File: config.mk
export PLATFORM = sky130hd
export DESIGN_NAME = dns_ctrl
export DESIGN_NICKNAME = d
export VERILOG_FILES = /design/src/design/dns_pkg.sv /design/src/design/dns_ctrl.sv
export SDC_FILE = /design/constraint.sdc
export NUM_CORES = 1
export LEC_CHECK = 0
export BUFFER_PORTS_ARGS = -buffer_cell sky130_fd_sc_hd__buf_2
export CAP_MARGIN = 20
export CORE_AREA = 2 2 39 41
export CTS_CLUSTER_DIAMETER = 40
export DETAILED_ROUTE_END_ITERATION = 12
export DIE_AREA = 0 0 41 43
export MAX_ROUTING_LAYER = met4
export REMOVE_ABC_BUFFERS = 1
export SLEW_MARGIN = 10
export SYNTH_ARGS = -nofsm -noshare
export SYNTH_HDL_FRONTEND = slang
export SYNTH_SLANG_ARGS = --single-unit
File: constraint.sdc
create_clock -name i_clk -period 2 [get_ports i_clk]
set_input_delay 0.1 -clock i_clk [delete_from_list [all_inputs] [get_ports i_clk]]
set_output_delay 0.1 -clock i_clk [all_outputs]
set_load 0.1 [all_outputs]
File: src/design/dns_pkg.sv
// ----------------------------------------------------------------------------
// dns_pkg
// Shared codes, state type and controller/datapath command and status
// bundles for the directional nearest selector.
// ----------------------------------------------------------------------------
package dns_pkg;

    localparam int ID_BITS  = 16;
    localparam int DIM_BITS = 15;

    // request modes
    localparam logic [1:0] MODE_CLEAR  = 2'd0;
    localparam logic [1:0] MODE_APPEND = 2'd1;
    localparam logic [1:0] MODE_QUERY  = 2'd2;

    // result status codes
    localparam logic [1:0] ST_DONE      = 2'd0;
    localparam logic [1:0] ST_FOUND     = 2'd1;
    localparam logic [1:0] ST_NOT_FOUND = 2'd2;
    localparam logic [1:0] ST_DROPPED   = 2'd3;

    // query directions
    localparam logic [1:0] DIR_LEFT  = 2'd0;
    localparam logic [1:0] DIR_RIGHT = 2'd1;
    localparam logic [1:0] DIR_UP    = 2'd2;
    localparam logic [1:0] DIR_DOWN  = 2'd3;

    typedef enum logic [2:0] {
        S_IDLE,
        S_EXEC,
        S_SEARCH,
        S_SEARCH_DRAIN,
        S_SCAN,
        S_SCAN_DRAIN,
        S_FINISH
    } t_state;

    typedef struct packed {
        logic accept;      // latch the incoming request
        logic exec;        // clear / append, arm the origin search
        logic rd;          // read the entry at the scan index, advance it
        logic scan_start;  // rewind the index, arm the cone scan
        logic finish;      // load the result register
    } t_dp_cmd;

    typedef struct packed {
        logic is_query;
        logic vid_zero;
        logic have_org;
        logic idx_done;
        logic pipe_busy;
        logic out_free;
    } t_dp_sts;

endpackage

File: src/design/dns_ctrl.sv
// ----------------------------------------------------------------------------
// dns_ctrl
// Sequencer: takes one request, steps the datapath through the origin search
// and cone scan of a query, then hands the result to the output register.
// ----------------------------------------------------------------------------
module dns_ctrl (
    input  logic             i_clk,
    input  logic             i_rst_n,
    input  logic             i_req_valid,
    output logic             o_req_ready,
    input  dns_pkg::t_dp_sts i_sts,
    output dns_pkg::t_dp_cmd o_cmd
);
    dns_pkg::t_state r_state;
    dns_pkg::t_state n_state;

    always_ff @(posedge i_clk) begin
        if (!i_rst_n) begin
            r_state <= dns_pkg::S_IDLE;
        end else begin
            r_state <= n_state;
        end
    end

    always_comb begin
        n_state = r_state;
        unique case (r_state)
            dns_pkg::S_IDLE: begin
                if (i_req_valid) n_state = dns_pkg::S_EXEC;
            end
            dns_pkg::S_EXEC: begin
                n_state = i_sts.is_query ? dns_pkg::S_SEARCH : dns_pkg::S_FINISH;
            end
            dns_pkg::S_SEARCH: begin
                if (i_sts.idx_done) n_state = dns_pkg::S_SEARCH_DRAIN;
            end
            dns_pkg::S_SEARCH_DRAIN: begin
                if (!i_sts.pipe_busy) begin
                    if (i_sts.vid_zero || !i_sts.have_org) begin
                        n_state = dns_pkg::S_FINISH;
                    end else begin
                        n_state = dns_pkg::S_SCAN;
                    end
                end
            end
            dns_pkg::S_SCAN: begin
                if (i_sts.idx_done) n_state = dns_pkg::S_SCAN_DRAIN;
            end
            dns_pkg::S_SCAN_DRAIN: begin
                if (!i_sts.pipe_busy) n_state = dns_pkg::S_FINISH;
            end
            dns_pkg::S_FINISH: begin
                if (i_sts.out_free) n_state = dns_pkg::S_IDLE;
            end
            default: n_state = dns_pkg::S_IDLE;
        endcase
    end

    always_comb begin
        o_cmd       = '0;
        o_req_ready = 1'b0;
        unique case (r_state)
            dns_pkg::S_IDLE: begin
                o_req_ready  = 1'b1;
                o_cmd.accept = i_req_valid;
            end
            dns_pkg::S_EXEC: begin
                o_cmd.exec = 1'b1;
            end
            dns_pkg::S_SEARCH, dns_pkg::S_SCAN: begin
                o_cmd.rd = !i_sts.idx_done;
            end
            dns_pkg::S_SEARCH_DRAIN: begin
                // rewind for the scan once the search has drained
                o_cmd.scan_start = !i_sts.pipe_busy;
            end
            dns_pkg::S_SCAN_DRAIN: begin
                o_cmd.rd = 1'b0;
            end
            dns_pkg::S_FINISH: begin
                o_cmd.finish = i_sts.out_free;
            end
            default: begin
                o_cmd = '0;
            end
        endcase
    end
endmodule

==> metrics.md, run 1 <==
| Metric | Value |
|---|---|
| Hold buffer count at cts | `0` |
| Global-route wire length before repair | `a little over 1000 um` |
| CP top delay family | `flip-flops` |
| Standard cell area after detailed placement | `363 sq um` |
| Fraction of the yosys area taken by sequential cells | `19.6%` |
| Die width | `41 um` |
| Antenna Nets Post-Route | `0` |
| Core region area | `0.00138 sq mm` |
| Num CTS Buffers | `3` |
| Most frequent cells after synthesis | `3 x buf_6, 3 x dfxtp_1, 3 x nand4b_1` |
| Starting density of the core | `22.2%` |
| Post-CTS Repair Setup Buffers | `0` |
| Yosys top cell by area | `dfxtp_1` |
| Post-route fraction of the period consumed by the critical path | `87.6%` |
| Final #Nets | `54` |
| Highest clock rate | `571 MHz` |
| Weighted congestion reported at the end of routability-driven placement | `0.730` |
| Die Y | `between 40 and 50 um` |
| Critical path's slowest cell | `dfxtp_1` |
| Share of cell area taken by muxes after synthesis | `3.27%` |
| Place WS | `just under 0.5 ns` |
| Global router's overall resource usage | `a little under a tenth` |
| Run status | `complete, no violations` |
| Top area cells in the synthesized netlist | `dfxtp_1 20%, buf_6 11%, xnor2_4 9.0%, nand4b_1 8.6%, nor3_4 5.3%` |
| Worst hold slack after final layout | `roughly 0.15 ns` |
| WP buf/inv | `1` |
| Setup_tns | `0 ns` |
| Residual DRC | `0` |
| Count of unique library cells instantiated by Yosys | `21` |
| Clock transition at the registers of the reported paths | `0.04 ns` |
| Kind of critical path | `flop to primary output` |
| Initial drt markers | `7` |
| Worst EP required | `1.90 ns` |
| Ratio of cells with drive above 1 in the final layout | `54.5%` |
| Critical Path Start Type | `flop` |
| Number of I/O port buffers | `14` |
| I/O pins | `15` |
| Clock network latency to the later pin of the worst-skew pair | `~0.23 ns` |
| Smallest setup slack after layout | `0.248 ns` |
| Number of maximum-capacitance violations | `0` |
| Gr ovfl total | `0` |
| Post-layout minimum cycle time | `1.75 ns` |
| Final instance area | `389 sq um` |
| Transition time of the tightest slew-check pin | `0.545 ns` |
| CP max stage delay | `0.65 ns` |
| Yosys reg bits | `3` |
| Gates resized, CTS repair | `0` |
| Number of instances in the synthesized netlist | `29` |
| Relative slew slack | `63.6%` |
| Deepest level of the CTS H-tree | `1` |
| Unrepaired setup endpoints after global routing | `false` |
| Number of cell rows | `14` |
| Xor and xnor area share after synthesis | `under 10%` |
| Register with the most flip-flops | `r_state` |
| Routed Wire Length | `639 um` |
| Number of antenna diodes | `0` |
| Final Hold Viols | `0` |
| Pin count of the biggest net entering global routing | `14` |
| Number of antenna violations at the first check in global routing | `0` |
| Arrival time of data at the critical path endpoint | `1.65 ns` |
| Max reg flops | `3` |
| DP Wirelength | `between 400 and 500 um` |
| Vias in the first global route | `256` |
| Share of the synthesized area in compound gates (AO/OA/AOI/OAI) | `13.5%` |
| Async set-reset flop share out of synthesis | `0%` |
| Setup violation total in the final timing report | `0` |
| CP endpoint kind | `primary output` |
| Worst Clk Skew | `0.00146 ns` |
| Syn_area_per_cell | `10.6 sq um` |
| Simple-gate area share of the yosys netlist | `43.7%` |
| Final Max Slew Viols | `0` |
| CTS Sinks | `3` |
| Synth top area share | `between 10% and 20%` |
| Yosys warns | `0` |
| TritonCTS clock tree | `built` |
| Vias after detailed routing | `285` |
| Share of synthesized cell area in full adder, half adder and majority cells | `0%` |
| WL per Instance | `10.7 um` |
| Registers with the highest flip-flop counts | `r_state (3)` |
| Vias per inst | `4.75` |
| Most used flip-flop cell after synthesis | `dfxtp_1` |
| Die ar. | `0.00176 sq mm` |
| Synth Cell Area | `307 sq um` |
| CP Max Fanout | `13` |
| Combinational family with the most area after synthesis | `simple AND/OR/NAND/NOR gates` |
| Worst hold path type | `input port to flop` |
| Count of flip-flops with a built-in enable after synthesis | `0` |
| Area growth from synthesis to layout | `26.9%` |
| Buffer type at the clock tree root | `clkbuf_4` |
| Worst path cell trace | `and4bb_2 > buf_2` |
| Longest Clk Path Bufs | `2` |
| DR pass1 iterations | `3` |
## path summary, 6_finish.rpt
kind         startpoint          to  slack, ns  cells past startpoint
max reg2reg  r_state[2]  r_state[2]       0.68                      3
min             i_rst_n  r_state[2]       0.15                      2
min reg2reg  r_state[0]  r_state[0]       0.72                      1
max          r_state[1]    o_cmd[1]       0.25                      2
## through the flow
stage | instances | utilization (%)
6_report | 60 | 28.1
5_1_grt | 60 | 28.1
4_1_cts | 60 | 28.1
3_5_place_dp | 56 | 26.2
3_3_place_gp | 56 | 26.2
2_1_floorplan | 26 | -
## cell type report
class                           instances  area, sq um
Sequential cell                         3         60.1
Tap cell                               16         20.0
Multi-Input combinational cell         23          213
Timing Repair Buffer                   14         70.1
Fill cell                             152          995
Clock buffer                            4         26.3
## worst register-to-register path: cells and delay by family (launching register included)
kind               cells  cell delay (ns)
AOI/OAI and AO/OA      1             0.18
DFF                    1             0.65
and+or+nand+nor        2             0.37
## kinds of logic (layout without fill, tap and decap cells)
| logic type | count (synthesis) | count (layout) |
|---|---|---|
| AO/OA/AOI/OAI | 4 | 4 |
| XOR/XNOR | 1 | 1 |
| buffers and inverters | 3 | 18 |
| flip-flops | 3 | 3 |
| multiplexers | 1 | 1 |
| AND/OR/NAND/NOR | 17 | 17 |
## routing by layer
layer	vias to the layer above	part of all wire (%)	track usage [%]
met5	-	0	-
met4	0	0	4.00
met3	0	8.0	4.71
met2	10	45	12.5
met1	132	47	10.7
li1	143	-	-
## layout by cell type, fill, tap and decap left out, drive strengths merged
cell type / instances
a211oi: 1
and4b: 1
and2: 1
xnor2: 1
and4bb: 1
o21ai: 2
nand4b: 3
nor2b: 1
nand3: 2
dfxtp: 3
buf: 14
nand2: 2
nor2: 1
nor3: 2
mux2i: 1
nor3b: 1
or3: 1
nand4bb: 1
clkbuf: 4
a221oi: 1
Power of run 1 is left out: the tool's default activity adds up to more than one toggle a clock period on the data nets, which glitch-free logic cannot reach.
==> run 2, diff against run 1 <==
--- a/config.mk
+++ b/config.mk
@@ -5,6 +5,7 @@
 export SDC_FILE = /design/constraint.sdc
 export NUM_CORES = 1
 export LEC_CHECK = 0
+export ABC_AREA = 1
 export BUFFER_PORTS_ARGS = -buffer_cell sky130_fd_sc_hd__buf_2
 export CAP_MARGIN = 20
 export CORE_AREA = 2 2 39 41
==> metrics.md, run 2 <==
| Metric | Value |
|---|---|
| Run status | `complete, no violations` |
| Number of I/O port buffers | `14` |
| Routed Wire Length | `649 um` |
| Buffer type at the clock tree root | `clkbuf_4` |
| Die Y | `43 um` |
| Register with the most flip-flops | `r_state` |
| Final #Nets | `between 80 and 90` |
| Final Hold Viols | `0` |
| Yosys warns | `0` |
| Clock transition at the registers of the reported paths | `0.04 ns` |
| Async set-reset flop share out of synthesis | `0%` |
| Die ar. | `between 0.0015 and 0.002 sq mm` |
| Number of cell rows | `14` |
| DP Wirelength | `541 um` |
| Pin count of the biggest net entering global routing | `9` |
| Post-layout minimum cycle time | `1.57 ns` |
| Area growth from synthesis to layout | `38.0%` |
| Most used flip-flop cell after synthesis | `dfxtp_1` |
| Most common cell after layout, fill and taps aside | `buf_2` |
| Gates resized, CTS repair | `0` |
| Antenna Nets Post-Route | `0` |
| Worst setup startpoint | `r_state[1]` |
| Yosys reg bits | `3` |
| TritonCTS clock tree | `built` |
| Final core utilization | `29.2%` |
| CP Max Fanout | `7` |
| Worst EP required | `1.90 ns` |
| Initial drt markers | `2` |
| Number of fill cells | `164` |
| Global router's overall resource usage | `9.67%` |
| Number of instances in the synthesized netlist | `54` |
| I/O pins | `15` |
| Ratio of cells with drive above 1 in the final layout | `33.8%` |
| Die width | `41 um` |
| Registers with the highest flip-flop counts | `r_state (3)` |
| CTS Sinks | `3` |
| Num CTS Buffers | `3` |
| Worst hold slack after final layout | `0.106 ns` |
| Final Max Slew Viols | `0` |
| Worst hold path type | `input port to flop` |
| CP endpoint kind | `primary output` |
| Highest clock rate | `638 MHz` |
| Synth Cell Area | `293 sq um` |
| Transition time of the tightest slew-check pin | `0.490 ns` |
| Number of maximum-capacitance violations | `0` |
| Longest Clk Path Bufs | `2` |
| Vias per inst | `around 4` |
| Most Used Layer, Global Route | `met2` |
| Hold buffer count at cts | `0` |
| Global-route wire length before repair | `1140 um` |
| Deepest level of the CTS H-tree | `1` |
| Yosys top cell by area | `dfxtp_1` |
| Fraction of the yosys area taken by sequential cells | `roughly 21%` |
| Met1 GRT Util | `11.3%` |
| Post-route fraction of the period consumed by the critical path | `78.3%` |
| Setup violation total in the final timing report | `0` |
| Grt met2 use | `13.8%` |
| Synth top area share | `20.5%` |
| Smallest setup slack after layout | `~0.43 ns` |
| Most frequent cells after synthesis | `11 x nand2_1, 10 x inv_1, 10 x nor2_1` |
| Arrival time of data at the critical path endpoint | `1.47 ns` |
| Area taken by multi-input logic gates | `183 sq um` |
| Syn_area_per_cell | `5.42 sq um` |
| Place WS | `0.672 ns` |
| Residual DRC | `0` |
| Launching point of the worst reg2reg path | `r_state[1]` |
| Max reg flops | `3` |
| Kind of critical path | `flop to primary output` |
| Core region area | `0.00138 sq mm` |
| Weighted congestion reported at the end of routability-driven placement | `roughly 0.74` |
| Vias after detailed routing | `349` |
| Top area cells in the synthesized netlist | `dfxtp_1 21%, nand2_1 14%, inv_1 13%, nor2_1 13%, nand3_1 6.8%` |
| Number of antenna diodes | `0` |
| Number of antenna violations at the first check in global routing | `0` |
| Worst Clk Skew | `0.00247 ns` |
| Setup_tns | `0 ns` |
| Clock network latency to the later pin of the worst-skew pair | `0.23 ns` |
| Unrepaired setup endpoints after global routing | `false` |
| Most used standard cell by instance count after synthesis | `nand2_1` |
| WL per Instance | `around 7.5 um` |
| Sequential Area | `60.1 sq um` |
| Vias in the first global route | `318` |
| DR pass1 iterations | `4` |
| Met3 routing resource usage after global routing | `between 3 and 4%` |
| Most frequent cells in the layout | `14 x buf_2, 11 x nand2_1, 10 x inv_1, 10 x nor2_1, 4 x nand3_1` |
| Count of flip-flops with a built-in enable after synthesis | `0` |
| Gr ovfl total | `0` |
| Count of unique library cells instantiated by Yosys | `17` |
| Starting density of the core | `a little over a fifth` |
| Post-CTS Repair Setup Buffers | `0` |
| Hold Crit Start | `i_rst_n` |
| Critical Path Start Type | `flop` |
| Relative slew slack | `~68%` |
-- run 2: cell type report --
type | instances | area share [%]
Multi-Input combinational cell | 38 | 45.2
Tap cell | 16 | 4.95
Timing Repair Buffer | 14 | 17.3
Sequential cell | 3 | 14.9
Clock buffer | 4 | 6.50
Inverter | 12 | 11.1
-- run 2: critical path, stage by stage, from the launching register on --
cell,delay (ns)
dfxtp_1,0.37
nand2_2,0.13
clkinv_1,0.11
nor4_1,0.16
buf_2,0.46
-- run 2: path summary, 6_finish.rpt --
path / depth (start not counted) / endpoint / slack (ns)
setup / recovery: 4 / o_cmd[2] / 0.43
hold / removal: 3 / r_state[1] / 0.11
setup reg to reg: 8 / r_state[1] / 0.85
hold reg to reg: 2 / r_state[2] / 0.56
-- run 2: kinds of logic (layout without fill, tap and decap cells) --
group | Yosys count | in the layout | share of synthesized area [%]
AOI/OAI and AO/OA | 5 | 5 | 11.1
buffers and inverters | 13 | 30 | 17.1
DFF | 3 | 3 | 20.5
and+or+nand+nor | 33 | 33 | 51.3
-- run 2: per-stage QoR --
| step | std cells | cell area, sq um |
|---|---|---|
| 2_1_floorplan | 53 | 288 |
| 3_3_place_gp | 83 | 378 |
| 3_5_place_dp | 83 | 378 |
| 4_1_cts | 87 | 404 |
| 5_1_grt | 87 | 404 |
| 6_report | 87 | 404 |
-- run 2: routing by layer --
layer / vias to the layer above / routed length (um)
li1: 199 / -
met1: 144 / 295
met2: 6 / 330
met3: 0 / 22
met4: 0 / 0
met5: - / 0
Power of run 2 is left out for the same reason.
==> run 3, diff against run 2 <==
==> constraint.sdc (replaced) <==
create_clock -name i_clk -period 1.5 [get_ports i_clk]
set_input_delay 0.075 -clock i_clk [delete_from_list [all_inputs] [get_ports i_clk]]
set_output_delay 0.075 -clock i_clk [all_outputs]
set_load 0.1 [all_outputs]
==> metrics.md, run 3 (synthesis results as in run 2) <==
| Metric | Value |
|---|---|
| Run status | `complete, no violations` |
| Vias per inst | `4.05` |
| Worst EP required | `1.42 ns` |
| Worst min-delay path endpoint | `r_state[1]` |
| Kind of critical path | `flop to primary output` |
| Worst Clk Skew | `0.00360 ns` |
| Critical Path Start Type | `flop` |
| Unrepaired setup endpoints after global routing | `false` |
| Number of cells on the worst reg-to-reg path | `6` |
| Weighted congestion reported at the end of routability-driven placement | `0.768` |
| Final #Nets | `82` |
| Vias after detailed routing | `356` |
| Vias in the first global route | `319` |
| WL per Instance | `7.69 um` |
| Number of cell rows | `14` |
| Number of antenna violations at the first check in global routing | `0` |
| Pin count of the biggest net entering global routing | `9` |
| Area growth from synthesis to layout | `73.5%` |
| Num CTS Buffers | `3` |
| Antenna Nets Post-Route | `0` |
| Min-Delay Path Depth | `3` |
| Number of antenna diodes | `0` |
| Worst path cell trace | `nor2_2 > nor4_1 > buf_4 > buf_12` |
| Critical path's slowest cell | `dfxtp_1` |
| Registers with the highest flip-flop counts | `r_state (3)` |
| Ratio of cells with drive above 1 in the final layout | `37.5%` |
| DP Wirelength | `568 um` |
| TritonCTS clock tree | `built` |
| Residual DRC | `0` |
| Relative slew slack | `76.6%` |
| Register-to-register path setup slack | `0.34 ns` |
| Longest Clk Path Bufs | `2` |
| Die width | `41 um` |
| CP endpoint kind | `primary output` |
| Launching point of the worst reg2reg path | `r_state[1]` |
| Arrival time of data at the critical path endpoint | `between 1 and 1.5 ns` |
| Clock network latency to the later pin of the worst-skew pair | `0.24 ns` |
| Final Max Slew Viols | `0` |
| Most frequent cells in the layout | `11 x nand2_1, 10 x inv_1, 10 x nor2_1` |
| Buffer type at the clock tree root | `clkbuf_4` |
| Post-CTS Repair Setup Buffers | `0` |
| Number of I/O port buffers | `14` |
| CTS Sinks | `3` |
| Deepest level of the CTS H-tree | `1` |
| Worst hold path type | `input port to flop` |
| Highest clock rate | `701 MHz` |
| Transition time of the tightest slew-check pin | `0.349 ns` |
| Starting density of the core | `between 20% and 30%` |
| Gates resized, CTS repair | `0` |
| I/O pins | `15` |
| Register with the most flip-flops | `r_state` |
| Post-route fraction of the period consumed by the critical path | `95.0%` |
| Hold buffer count at cts | `0` |
| Initial drt markers | `6` |
| Global router's overall resource usage | `between 10 and 15%` |
| Post-layout minimum cycle time | `1.43 ns` |
| Worst setup startpoint | `r_state[1]` |
| Setup violation total in the final timing report | `0` |
| CP max stage delay | `0.45 ns` |
| CP Max Fanout | `7` |
| Clock transition at the registers of the reported paths | `0.04 ns` |
| Hold Crit Start | `i_rst_n` |
| DR pass1 iterations | `2` |
| Die ar. | `0.00176 sq mm` |
| Die Y | `43 um` |
| Core region area | `0.00138 sq mm` |
| Max reg flops | `3` |
| Final Hold Viols | `0` |
| Gr ovfl total | `0` |
| Final core utilization | `36.7%` |
| Number of maximum-capacitance violations | `0` |
| Routed Wire Length | `677 um` |
| Global-route wire length before repair | `about 1200 um` |
| Endpoint of the worst register-to-register path | `r_state[2]` |
| Most common cell after layout, fill and taps aside | `nand2_1` |
run 3: worst max-delay path, delay by kind of cell, from the launching register on:
| family | cells | cell delay [ns] |
|---|---|---|
| buf+inv | 2 | 0.32 |
| flops | 1 | 0.45 |
| simple gates | 2 | 0.34 |
run 3: stage by stage:
stage	hold slack, ns	std cells	setup TNS (ns)	cell area, sq um	worst slack (ns)
6_report	0.0696	88	0	508	0.0744
5_1_grt	0.0814	88	0	508	0.00198
4_1_cts	0.0683	88	0	502	0.0572
3_5_place_dp	0.317	84	0	475	0.319
3_3_place_gp	0.308	84	0	475	0.294
2_1_floorplan	0.195	53	-5.80	288	-1.96
run 3: how the worst max path moves through the flow:
stage / endpoint
after floorplan: o_cmd[2]
final: o_cmd[2]
after global routing: o_cmd[3]
after global placement: o_cmd[2]
after detailed placement: o_cmd[2]
after CTS: o_cmd[2]
run 3: area by class of cell:
cell class              count  area (sq um)
multi-input cells          38           188
flip-flops and latches      3          61.3
well taps                  16          20.0
fillers                   146           876
repair buffers             15           168
inverters                  12          45.0
clock buffers               4          26.3
run 3: layer usage:
metal / track usage, % / wire length (um)
met5: - / 0
met4: 6.00 / 0
met3: 4.71 / 53
met2: 13.8 / 304
met1: 12.2 / 319
Power of run 3 is left out for the same reason.
